--- src/design/pal_pkg.sv ---
`timescale 1ns / 1ps
// ----------------------------------------------------------------------------
// pal_pkg
// Shared widths, codes and controller/datapath interface types for the
// positional array list.
// ----------------------------------------------------------------------------
package pal_pkg;

  // Default list capacity (entries)
  localparam int CAPACITY_DEF = 64;

  // Fixed field widths
  localparam int TYPE_W = 2;
  localparam int POS_W  = 7;
  localparam int DATA_W = 32;
  localparam int ST_W   = 2;

  // Request kinds
  localparam logic [TYPE_W-1:0] REQ_READ   = 2'd0;
  localparam logic [TYPE_W-1:0] REQ_INSERT = 2'd1;
  localparam logic [TYPE_W-1:0] REQ_DELETE = 2'd2;

  // Status codes
  localparam logic [ST_W-1:0] ST_OK    = 2'd0;
  localparam logic [ST_W-1:0] ST_RANGE = 2'd1;
  localparam logic [ST_W-1:0] ST_FULL  = 2'd2;

  // Commands from controller to datapath
  typedef struct packed {
    logic req_load;   // capture accepted request word
    logic chk_load;   // capture check status before the count moves
    logic idx_load;   // start shift index for insert/delete
    logic rd_pos;     // read store at position-1
    logic rd_shift;   // read shift source entry
    logic wr_shift;   // write shifted word at index
    logic wr_word;    // write inserted word at index
    logic cnt_inc;    // fill count + 1
    logic cnt_dec;    // fill count - 1
    logic out_load;   // load result register
  } cmd_t;

  // Status from datapath to controller
  typedef struct packed {
    logic [TYPE_W-1:0] kind;  // latched request kind
    logic              ok;    // request passes range/full checks
    logic              more;  // shift loop has entries left
  } stat_t;

endpackage

--- src/design/pal_ctrl.sv ---
`timescale 1ns / 1ps
// ----------------------------------------------------------------------------
// pal_ctrl
// Sequencer for the positional array list: decodes a request, steps the
// shift loop one entry at a time (read, then write) and hands results to the output stage.
// ----------------------------------------------------------------------------
module pal_ctrl
  import pal_pkg::*;
(
  input  logic  clk,
  input  logic  rst_n,
  input  logic  in_valid,
  output logic  in_ready,
  output logic  out_valid,
  input  logic  out_ready,
  output cmd_t  cmd,
  input  stat_t stat
);

  localparam logic [2:0] S_IDLE  = 3'd0;
  localparam logic [2:0] S_CHECK = 3'd1;
  localparam logic [2:0] S_SHIFT = 3'd2;
  localparam logic [2:0] S_SH_WR = 3'd3;
  localparam logic [2:0] S_DONE  = 3'd4;

  logic [2:0] state_r, state_nxt;
  logic       out_valid_r, out_valid_nxt;
  logic       out_free;

  assign in_ready  = (state_r == S_IDLE);
  assign out_valid = out_valid_r;
  assign out_free  = !out_valid_r || out_ready;

  // Next state and commands
  always_comb begin
    state_nxt = state_r;
    cmd       = '0;
    unique case (state_r)
      S_IDLE: begin
        if (in_valid) begin
          cmd.req_load = 1'b1;
          state_nxt    = S_CHECK;
        end
      end
      S_CHECK: begin
        cmd.chk_load = 1'b1;
        state_nxt    = S_DONE;
        if (stat.ok) begin
          case (stat.kind) inside
            REQ_READ: cmd.rd_pos = 1'b1;
            REQ_INSERT, REQ_DELETE: begin
              cmd.idx_load = 1'b1;
              state_nxt    = S_SHIFT;
            end
            default: ;
          endcase
        end
      end
      S_SHIFT: begin
        if (stat.more) begin
          cmd.rd_shift = 1'b1;
          state_nxt    = S_SH_WR;
        end else begin
          // loop finished: place the new word or shrink the list
          if (stat.kind == REQ_INSERT) begin
            cmd.wr_word = 1'b1;
            cmd.cnt_inc = 1'b1;
          end else begin
            cmd.cnt_dec = 1'b1;
          end
          state_nxt = S_DONE;
        end
      end
      S_SH_WR: begin
        cmd.wr_shift = 1'b1;
        state_nxt    = S_SHIFT;
      end
      S_DONE: begin
        if (out_free) begin
          cmd.out_load = 1'b1;
          state_nxt    = S_IDLE;
        end
      end
      default: state_nxt = S_IDLE;
    endcase
  end

  // Output valid flag
  always_comb begin
    out_valid_nxt = out_valid_r;
    if (cmd.out_load) begin
      out_valid_nxt = 1'b1;
    end else if (out_ready) begin
      out_valid_nxt = 1'b0;
    end
  end

  always_ff @(posedge clk) begin
    if (!rst_n) begin
      state_r     <= S_IDLE;
      out_valid_r <= 1'b0;
    end else begin
      state_r     <= state_nxt;
      out_valid_r <= out_valid_nxt;
    end
  end

endmodule

--- src/design/pal_dp.sv ---
`timescale 1ns / 1ps
// ----------------------------------------------------------------------------
// pal_dp
// Datapath: request register, list store memory, fill count, shift index,
// range checks and result register.
// ----------------------------------------------------------------------------
module pal_dp
  import pal_pkg::*;
#(
  parameter int CAPACITY = CAPACITY_DEF
) (
  input  logic                     clk,
  input  logic                     rst_n,
  input  logic [TYPE_W-1:0]        in_req_type,
  input  logic [POS_W-1:0]         in_position,
  input  logic signed [DATA_W-1:0] in_value,
  output logic signed [DATA_W-1:0] out_read_value,
  output logic [ST_W-1:0]          out_status,
  output logic [POS_W-1:0]         out_count,
  input  cmd_t                     cmd,
  output stat_t                    stat
);

  localparam int AW = (CAPACITY > 1) ? $clog2(CAPACITY) : 1;
  localparam int CW = $clog2(CAPACITY + 1);
  localparam int EW = ((CW > POS_W) ? CW : POS_W) + 1;

  logic [TYPE_W-1:0]        req_type_r;
  logic [POS_W-1:0]         pos_r;
  logic [DATA_W-1:0]        value_r;
  logic [CW-1:0]            fill_r;
  logic [AW-1:0]            idx_r;
  logic [DATA_W-1:0]        mem [CAPACITY];
  logic [DATA_W-1:0]        rdata_r;
  logic [ST_W-1:0]          st_chk_r;
  logic [DATA_W-1:0]        rd_val_r;
  logic [ST_W-1:0]          st_out_r;
  logic [POS_W-1:0]         cnt_out_r;

  logic [EW-1:0]   pos_e, fill_e, idx_e;
  logic            pos_zero, in_list, ins_range_ok, is_full;
  logic [ST_W-1:0] status;
  logic [AW-1:0]   raddr, src_idx;
  logic [DATA_W-1:0] wdata;
  logic [CW-1:0]   fill_nxt;

  assign pos_e = EW'(pos_r);
  assign fill_e = EW'(fill_r);
  assign idx_e = EW'(idx_r);

  // Range and full checks
  assign pos_zero     = (pos_r == '0);
  assign in_list      = !pos_zero && (pos_e <= fill_e);
  assign ins_range_ok = !pos_zero && (pos_e <= fill_e + EW'(1));
  assign is_full      = (fill_e >= EW'(CAPACITY));

  always_comb begin
    unique case (req_type_r)
      REQ_READ:   status = in_list ? ST_OK : ST_RANGE;
      REQ_INSERT: status = !ins_range_ok ? ST_RANGE : (is_full ? ST_FULL : ST_OK);
      REQ_DELETE: status = in_list ? ST_OK : ST_RANGE;
      default:    status = ST_RANGE;
    endcase
  end

  // Loop status: insert walks down to the position, delete up to count-1
  assign stat.kind = req_type_r;
  assign stat.ok   = (status == ST_OK);
  assign stat.more = (req_type_r == REQ_INSERT) ? (idx_e >= pos_e)
                                                : ((idx_e + EW'(1)) < fill_e);

  // Store addresses and write data
  assign src_idx = (req_type_r == REQ_INSERT) ? (idx_r - AW'(1)) : (idx_r + AW'(1));
  assign raddr   = cmd.rd_pos ? AW'(pos_e - EW'(1)) : src_idx;
  assign wdata   = cmd.wr_word ? value_r : rdata_r;

  // Request register
  always_ff @(posedge clk) begin
    if (cmd.req_load) begin
      req_type_r <= in_req_type;
      pos_r      <= in_position;
      value_r    <= in_value;
    end
  end

  // Status as checked against the count before the request
  always_ff @(posedge clk) begin
    if (cmd.chk_load) begin
      st_chk_r <= status;
    end
  end

  // Shift index
  always_ff @(posedge clk) begin
    if (cmd.idx_load) begin
      idx_r <= (req_type_r == REQ_INSERT) ? AW'(fill_r) : AW'(pos_e - EW'(1));
    end else if (cmd.wr_shift) begin
      idx_r <= (req_type_r == REQ_INSERT) ? (idx_r - AW'(1)) : (idx_r + AW'(1));
    end
  end

  // List store: one write and one registered read port
  always_ff @(posedge clk) begin
    if (cmd.wr_shift || cmd.wr_word) begin
      mem[idx_r] <= wdata;
    end
    if (cmd.rd_pos || cmd.rd_shift) begin
      rdata_r <= mem[raddr];
    end
  end

  // Fill count
  always_comb begin
    fill_nxt = fill_r;
    if (cmd.cnt_inc) begin
      fill_nxt = fill_r + CW'(1);
    end else if (cmd.cnt_dec) begin
      fill_nxt = fill_r - CW'(1);
    end
  end

  always_ff @(posedge clk) begin
    if (!rst_n) begin
      fill_r <= '0;
    end else begin
      fill_r <= fill_nxt;
    end
  end

  // Result register
  always_ff @(posedge clk) begin
    if (cmd.out_load) begin
      rd_val_r  <= ((req_type_r == REQ_READ) && (st_chk_r == ST_OK)) ? rdata_r : '0;
      st_out_r  <= st_chk_r;
      cnt_out_r <= fill_e[POS_W-1:0];
    end
  end

  assign out_read_value = rd_val_r;
  assign out_status     = st_out_r;
  assign out_count      = cnt_out_r;

endmodule

--- src/design/positional_array_list.sv ---
`timescale 1ns / 1ps
// Reads and rejected requests pass through the check and done states;
// inserts and deletes also step the shift loop once per moved entry.
// Throughput: one request at a time; the next is taken in the cycle after
// the result is loaded. Shifts move one entry at a time, a read then a
// write, over the store's write port and registered read port.
// Reset: fill count and control cleared; store contents stay undefined.
// ----------------------------------------------------------------------------
// positional_array_list
// Ordered list of signed 32-bit words with positional read, insert and
// delete; controller and datapath around a one-write, one-read list store.
// ----------------------------------------------------------------------------
module positional_array_list
  import pal_pkg::*;
#(
  parameter int CAPACITY = CAPACITY_DEF
) (
  input  logic                     clk,
  input  logic                     rst_n,
  input  logic                     in_valid,
  output logic                     in_ready,
  input  logic [TYPE_W-1:0]        in_req_type,
  input  logic [POS_W-1:0]         in_position,
  input  logic signed [DATA_W-1:0] in_value,
  output logic                     out_valid,
  input  logic                     out_ready,
  output logic signed [DATA_W-1:0] out_read_value,
  output logic [ST_W-1:0]          out_status,
  output logic [POS_W-1:0]         out_count
);

  cmd_t  cmd;
  stat_t stat;

  pal_ctrl u_ctrl (
    .clk       (clk),
    .rst_n     (rst_n),
    .in_valid  (in_valid),
    .in_ready  (in_ready),
    .out_valid (out_valid),
    .out_ready (out_ready),
    .cmd       (cmd),
    .stat      (stat)
  );

  pal_dp #(
    .CAPACITY (CAPACITY)
  ) u_dp (
    .clk            (clk),
    .rst_n          (rst_n),
    .in_req_type    (in_req_type),
    .in_position    (in_position),
    .in_value       (in_value),
    .out_read_value (out_read_value),
    .out_status     (out_status),
    .out_count      (out_count),
    .cmd            (cmd),
    .stat           (stat)
  );

endmodule

--- config.mk ---
export PLATFORM = sky130hd
export DESIGN_NAME = positional_array_list
export DESIGN_NICKNAME = d
export VERILOG_FILES = /design/src/design/pal_pkg.sv /design/src/design/pal_ctrl.sv /design/src/design/pal_dp.sv /design/src/design/positional_array_list.sv
export SDC_FILE = /design/constraint.sdc
export NUM_CORES = 2
export LEC_CHECK = 0
export BUFFER_PORTS_ARGS = -buffer_cell sky130_fd_sc_hd__buf_4
export CORE_MARGIN = 3
export CORE_UTILIZATION = 35
export DETAILED_ROUTE_END_ITERATION = 10
export GPL_ROUTABILITY_DRIVEN = 0
export PLACE_DENSITY = 0.58
export SYNTH_ARGS = -nofsm -noshare
export SYNTH_HDL_FRONTEND = slang
export SYNTH_SLANG_ARGS = --single-unit
export TNS_END_PERCENT = 100
--- constraint.sdc ---
create_clock -name clk -period 5.4 [get_ports clk]
set_input_delay 0.54 -clock clk [delete_from_list [all_inputs] [get_ports clk]]
set_output_delay 0.54 -clock clk [all_outputs]
set_load 0.01 [all_outputs]
# ---- Word-level counts from Yosys, hierarchy flattened
# Memories as Yosys holds them, arrays and structs flattened. A register that Yosys moved wholly into a read port is not among the register bits.
# Index checks and enable logic that the tools add are counted.
dict set report word_totals {
  memories 1
  register_bits 101
  mem_bits_rw 2048
  input_bits 45
}
# memory words width read_ports rd_clocked_by_memory_dff write_ports line
set mem_list {}
lappend mem_list {u_dp.mem 64 32 1 1 1 pal_dp.sv:33} ;# logic [DATA_W-1:0] mem [CAPACITY];
dict set report classes {
  n_lt_le_gt_ge 5
  n_addsub 7
  n_eq_ne 8
  n_mux 40
  n_reduce_logical 19
}
# cell count
set op_table {}
lappend op_table {{two-way mux 32 bit} 1}
lappend op_table {{two-way mux 6 bit} 5}
lappend op_table {{two-way mux 3 bit} 9}
lappend op_table {{two-way mux 1 bit} 17}
lappend op_table {{case mux 3 bit (5 select lines)} 1}
lappend op_table {{two-way mux 7 bit} 2}
lappend op_table {{subtractor 6 x 1 -> 6 bit, second input constant} 2}
lappend op_table {{adder 7 x 1 -> 8 bit, second input constant} 1}
lappend op_table {{less-or-equal comparator 7 x 8 -> 1 bit} 1}
lappend op_table {{< comparator 8 x 7 -> 1 bit} 1}
lappend op_table {{two-way mux 2 bit} 4}
lappend op_table {{adder 6 x 1 -> 7 bit, second input constant} 1}
lappend op_table {{adder 7 x 1 -> 7 bit, second input constant} 1}
lappend op_table {{>= comparator 6 x 7 -> 1 bit} 1}
lappend op_table {{>= comparator 7 bit, second input constant} 1}
lappend op_table {{less-or-equal comparator 7 bit} 1}
lappend op_table {{zero test 7 bit} 1}
lappend op_table {{subtractor 7 x 1 -> 7 bit, second input constant} 1}
lappend op_table {{adder 6 x 1 -> 6 bit, second input constant} 1}
lappend op_table {{equality test 3 x 2 -> 1 bit, second input constant} 2}
lappend op_table {{zero test 2 bit} 3}
lappend op_table {{nonzero test 2 bit} 3}
lappend op_table {{case mux 2 bit (2 select lines)} 1}
lappend op_table {{OR reduction 2 bit} 2}
lappend op_table {{other kinds (11)} 16}

# ---- Longest topological paths before layout
dict set report logic_depth {
  word_depth 9
  mapped_depth 23
  mapped_depth_nobuf 19
}

# ---- Cells and area by module
# A second synthesis with hierarchy kept.
dict set report hier_totals {
  hier_cells 6376
  hier_area_um2 87964.4
}
# module n_inst area_per_inst_um2 cells_each seq_area_each_um2
set by_module_without_submodules {}
lappend by_module_without_submodules {pal_dp 1 87672.8 6340 65302.6}
lappend by_module_without_submodules {pal_ctrl 1 291.5 36 80.1}

# ---- Least setup slack after synthesis
# Ideal clock, no wire load.
dict set report synth_timing {
  path_kind {reg-to-reg}
  start {reg u_dp.idx_r[0]}
  end {mem u_dp.mem[56][0], enable pin}
  required_time_ns 4.932
  t_arrival_ns 5.157
  path_stages_with_launch 14
  slack_ns -0.225
  period_less_slack_ns 5.625
  path_buffers 1
  path_cell_list {edfxtp_1 -> clkbuf_1 -> inv_1 -> ha_1 -> nand2b_1 -> a21o_1 -> a21o_1 -> a21o_1 -> a21o_1 -> a21oi_1 -> o2111ai_1 -> o21a_1 -> nor3_1 -> nor3b_1}
}
dict set report synth_between {
  elab_chain_cells 8
  elab_cells_between_ends 9
  classes_between {1 x add/sub; 2 x order compare; 5 x mux; 1 x reduce/logical}
}
# element line
set synth_lines {}
lappend synth_lines {{from (decl)} pal_dp.sv:32} ;# logic [AW-1:0] idx_r;
lappend synth_lines {{from (signal assigned)} pal_dp.sv:96} ;# idx_r <= (req_type_r == REQ_INSERT) ? AW'(fill_r) : AW'(pos_e - EW'(1));
lappend synth_lines {{from (signal assigned)} pal_dp.sv:98} ;# idx_r <= (req_type_r == REQ_INSERT) ? (idx_r - AW'(1)) : (idx_r + AW'(1));
lappend synth_lines {{adder 6 x 1 -> 7 bit} pal_dp.sv:70} ;# : ((idx_e + EW'(1)) < fill_e);
lappend synth_lines {{< comparator 8 x 7 -> 1 bit} pal_dp.sv:70}
lappend synth_lines {{two-way mux 1 bit} pal_dp.sv:69} ;# assign stat.more = (req_type_r == REQ_INSERT) ? (idx_e >= pos_e)
lappend synth_lines {{two-way mux 3 bit} pal_ctrl.sv:60} ;# if (stat.more) begin
lappend synth_lines {{two-way mux 3 bit} pal_ctrl.sv:38} ;# unique case (state_r)
lappend synth_lines {{logical OR 1 bit} pal_dp.sv:104} ;# if (cmd.wr_shift || cmd.wr_word) begin
lappend synth_lines {{two-way mux 1 bit} pal_dp.sv:104}
lappend synth_lines {{two-way mux 1 bit (not written as such)} pal_dp.sv:105} ;# mem[idx_r] <= wdata;
lappend synth_lines {{to (decl)} pal_dp.sv:33}
# Several ways; a longest one is shown, not always the timed one.

# ---- Worst setup path after layout
dict set report layout_timing {
  start {reg u_dp.fill_r[0]}
  end {reg u_dp.rdata_r[10] (read register of u_dp.mem), data pin}
}
dict set report layout_between {
  elab_chain_cells 9
  elab_cells_between_ends 19
  classes_between {1 x add/sub; 4 x order compare; 10 x mux; 4 x reduce/logical}
}
# element line
set layout_lines {}
lappend layout_lines {{from (decl)} pal_dp.sv:31} ;# logic [CW-1:0] fill_r;
lappend layout_lines {{from (signal assigned)} pal_dp.sv:126} ;# fill_r <= fill_nxt;
lappend layout_lines {{adder 7 x 1 -> 8 bit} pal_dp.sv:54} ;# assign ins_range_ok = !pos_zero && (pos_e <= fill_e + EW'(1));
lappend layout_lines {{less-or-equal comparator 7 x 8 -> 1 bit} pal_dp.sv:54}
lappend layout_lines {{logical AND 1 bit} pal_dp.sv:54}
lappend layout_lines {{two-way mux 2 bit} pal_dp.sv:60} ;# REQ_INSERT: status = !ins_range_ok ? ST_RANGE : (is_full ? ST_FULL : ST_OK);
lappend layout_lines {{case mux 2 bit (2 select lines)} pal_dp.sv:58} ;# unique case (req_type_r)
lappend layout_lines {{zero test 2 bit} pal_dp.sv:68} ;# assign stat.ok = (status == ST_OK);
lappend layout_lines {{two-way mux 2 bit} pal_ctrl.sv:48} ;# if (stat.ok) begin
lappend layout_lines {{two-way mux 3 bit} pal_ctrl.sv:38}
lappend layout_lines {{two-way mux 6 bit or logical OR 1 bit (tied branches)} {pal_dp.sv:74, pal_dp.sv:107}}
lappend layout_lines {{to (decl)} pal_dp.sv:34} ;# logic [DATA_W-1:0] rdata_r;
# Several ways; a longest one is shown, not always the timed one.
# A chain may end at the register's enable or synchronous reset.

==> results.cfg <==
[run_status]
outcome = complete, no violations

[hold_path]
holdPathEnd = u_dp.pos_r[0]$_DFFE_PP_
hold_class = primary input to flip-flop
min_from = in_valid
hold_depth = 3

[floorplan]
dieArea_um2 = 254000
start_util_pct = 35.3
rows = 182
die_x_um = 504
pin_count = 88
core_area_um2 = 246000
die_y_um = 504

[layout]
design_area_um2 = 103000
final_nets = 5937
drive_gt1_share_pct = 19.2
finalNonFillerCells = 9347
area_growth_pct = 18.6

[sta]
tightest_slew_ns = 1.19
setup_viol_count_final = 0
layout_worst_path_cycle_share_pct = 97.3
finalCriticalPeriod_ns = 5.25
fin_setup_tns_ns = 0
setup_ws_ns = 0.146
relSlewSlack_pct = 20.8
slew_viol_final = 0
max_freq_ghz = 0.190
rsz0062_at_grt = yes
hold_viol = 0
skew_ns = 0.0343

[logic_synthesis]
synthMuxAreaShare_pct = 7.30
synthAdderAreaFrac_pct = 0.651
syn_avg_cell_area_um2 = 16.0
yosysSeqAreaShare_pct = 75.3
synth.most_common_cell = edfxtp_1
synth_ff_type = edfxtp_1
synthSimpleGateAreaFrac_pct = 6.92
synth_nets = 5529
yosysTopAreaCell = edfxtp_1
synth-compound-area-share_pct = 7.70
async_flop_share_pct = 0
ys_types = 72
synth_area_leaders = edfxtp_1 75%, mux2i_1 3.8%, nand2_1 3.1%
synth_edf_count = 2170
synth_warnings = 0
syn_inst = 5440
synth-xor-area-share_pct = 0.282
synth_top_area_share_pct = 75.0
yosys-top-cells-count = 2170 x edfxtp_1, 728 x nand2_1, 334 x mux2i_1, 303 x a21oi_1, 208 x clkbuf_1
synth_top_family_by_area = compound AO/OA/AOI/OAI gates
syn-cell-area_um2 = 86900
synth_seq_cells = 2181

[cts]
clk_pin_slew_ns = 0.07
root_buffer = clkbuf_16
cts.path.max_buffers = 3
clk-insertion-delay-late_ns = 0.87
cts_sinks = 2181
cts-buffers-inserted = 216
cts_tree = yes
htree_levels = 4

[routing]
routed-via-count = 52533
finalWirelength_mm = 262
drtIter0Drc = 6478
wl_per_cell_um = 28.0
antenna_left = 0
dr.pass1.iters = 7
vias_per_cell = 5.62
drc = 0

[global_route]
met1_usage_pct = 28.5
grt_usage_pct = 19.8
grt_pass1_wl_mm = 371
antenna_found_initial = 16
met3_usage_pct = 3.15
grt_pass1_vias = 50225
grt_overflow = 0
grt.busiest_layer = met2
grt_max_degree = 94
use_met2_pct = 31.1

[critical_path]
crit_path_end_kind = flip-flop
cp.arrival_ns = 5.90
r2r_cells = 19
cp_slowest_cell = a311oi_1
cp_data_required_time_ns = 6.04
critPathKind = flip-flop to flip-flop
crit_fanout = 52
cp_cell_sequence = ha_2 > nand3_1 > or3_1 > xnor2_1 > ha_1 > nand3_2 > or2_2 > o311ai_4 > a311oi_4 > buf_6 > a311oi_1 > a31oi_4 > buf_12 > buf_12 > buf_4 > a21oi_1 > nor4_4 > or3_1 > a211oi_1
crit-reg2reg-capture = u_dp.rdata_r[10]$_DFFE_PP_
cp_top_family = simple AND/OR/NAND/NOR gates
max_stage_delay_ns = 0.56
r2r_setup_slack_ns = 0.15
setup.worst_path.start_class = flip-flop
rr_startpoint = u_dp.fill_r[0]$_SDFFE_PN0P_
crit_buf_inv = 4

[place]
dp_cells = 8874
dp_hpwl_mm = 156
io_buffers = 87
postPlaceCellArea_um2 = 94800
place_ws_ns = -0.528

[pwr]
power_w = 0.0381
peakVddDrop_mv = 0.290
p_per_area_nw_per_um2 = 369
leakage_nw = 34.1

[job]
cap_violations = 0
==> what timing repair did <==
action	in CTS	in global routing
resized for setup	31	112
pin swaps	1	16
buffers inserted	2	13
hold endpoints to repair	52	0
hold buffers	44	0
cloned	1	9
endpoints found under the setup margin	15	31
==> cells by family (layout without fill, tap and decap cells) <==
kind of cell    count (synthesis)  after routing
fa+ha+maj                      44             44
buf+inv                       381            965
mux                           486            487
compound gates               1006           1006
xor+xnor                       28             28
other cells                     0             10
flops                        2181           2181
simple gates                 1314           1314
==> per-layer routing <==
layer	part of all wire [%]	wire length, um
met5	0.017	44
met4	2.3	5990
met3	8.5	22200
met2	47	123000
met1	42	111000
==> layout make-up <==
type | count | area, um^2
well taps | 3312 | 4140
clock buffers | 268 | 5650
flip-flops and latches | 2181 | 65400
multi-input cells | 2879 | 21200
diodes | 10 | 25.0
repair buffers | 543 | 5490
clock inverters | 127 | 1110
fillers | 21983 | 143000
inverters | 27 | 104
==> sequential cells by signal, summed over array words and instances (netlist names) <==
signal and cells:
u_dp.rdata_r 32, u_dp.st_chk_r 2, u_ctrl.state_r 3, u_dp.out_count 7, u_dp.req_type_r 2, u_dp.out_read_value 32, u_dp.mem 2048, u_dp.pos_r 7
u_dp.fill_r 7, u_dp.value_r 32, u_dp.idx_r 6, u_dp.out_status 2, u_ctrl.out_valid 1
==> cells in the final DEF, fill, tap and decap left out, drive strengths merged, types with 12 or more instances in the layout <==
| cell type | instances |
|---|---|
| a22oi | 19 |
| edfxtp | 2170 |
| a21o | 15 |
| a21oi | 303 |
| clkbuf | 277 |
| buf | 489 |
| o22ai | 79 |
| o32ai | 15 |
| or4 | 19 |
| a311oi | 19 |
| mux2 | 39 |
| o22a | 41 |
| o21a | 29 |
| mux2i | 334 |
| a2bb2oi | 16 |
| or3 | 33 |
| a211oi | 118 |
| nand3 | 100 |
| and3 | 119 |
| nor4 | 75 |
| and2 | 55 |
| a31oi | 46 |
| a2111oi | 65 |
| dlygate4sd3 | 44 |
| nand2 | 729 |
| inv | 36 |
| o21ai | 123 |
| ha | 42 |
| mux4 | 114 |
| nor2 | 104 |
| a221oi | 19 |
| clkinv | 98 |
| nor3 | 51 |
| xnor2 | 18 |
| o31ai | 12 |
| o221ai | 46 |
==> worst max-delay path by stage <==
| stage | start | end | slack, ns | depth (start not counted) |
|---|---|---|---|---|
| finish | u_dp.fill_r[0]$_SDFFE_PN0P_ | u_dp.rdata_r[10]$_DFFE_PP_ | 0.15 | 19 |
| global route | u_dp.fill_r[0]$_SDFFE_PN0P_ | u_dp.rdata_r[27]$_DFFE_PP_ | -0.03 | 20 |
| CTS | u_dp.fill_r[0]$_SDFFE_PN0P_ | u_dp.rdata_r[5]$_DFFE_PP_ | -0.03 | 20 |
| detailed placement | u_dp.fill_r[0]$_SDFFE_PN0P_ | u_dp.rdata_r[15]$_DFFE_PP_ | -0.53 | 19 |
| global placement | u_dp.fill_r[0]$_SDFFE_PN0P_ | u_dp.rdata_r[15]$_DFFE_PP_ | -0.49 | 19 |
| floorplan | u_dp.idx_r[1]$_DFFE_PP_ | u_dp.rdata_r[0]$_DFFE_PP_ | 0.48 | 11 |
==> where the power goes <==
part / leakage, nW / internal [W] / switching [W] / total (W)
clock network: 3.28 / 0.00798 / 0.00648 / 0.0145
logic: 11.2 / 0.00170 / 0.00321 / 0.00491
registers: 19.6 / 0.0187 / 0.0000511 / 0.0187
==> worst register-to-register path, cell delays in order, from the launching register on <==
cell and delay, ns:
dfxtp_1 0.34, ha_2 0.20, nand3_1 0.12, or3_1 0.35, xnor2_1 0.14, ha_1 0.34
nand3_2 0.13, or2_2 0.35, o311ai_4 0.10, a311oi_4 0.18, buf_6 0.19, a311oi_1 0.56
a31oi_4 0.06, buf_12 0.25, buf_12 0.23, buf_4 0.39, a21oi_1 0.24, nor4_4 0.08
or3_1 0.48, a211oi_1 0.32
==> stage by stage <==
step           util (%)  hold WS [ns]
2_1_floorplan         -         0.427
3_3_place_gp       38.5         0.529
3_5_place_dp       38.5         0.538
4_1_cts            41.5         0.217
5_1_grt            41.8         0.276
6_report           41.8         0.283
Note: power is estimated with default switching activity, not from simulation.
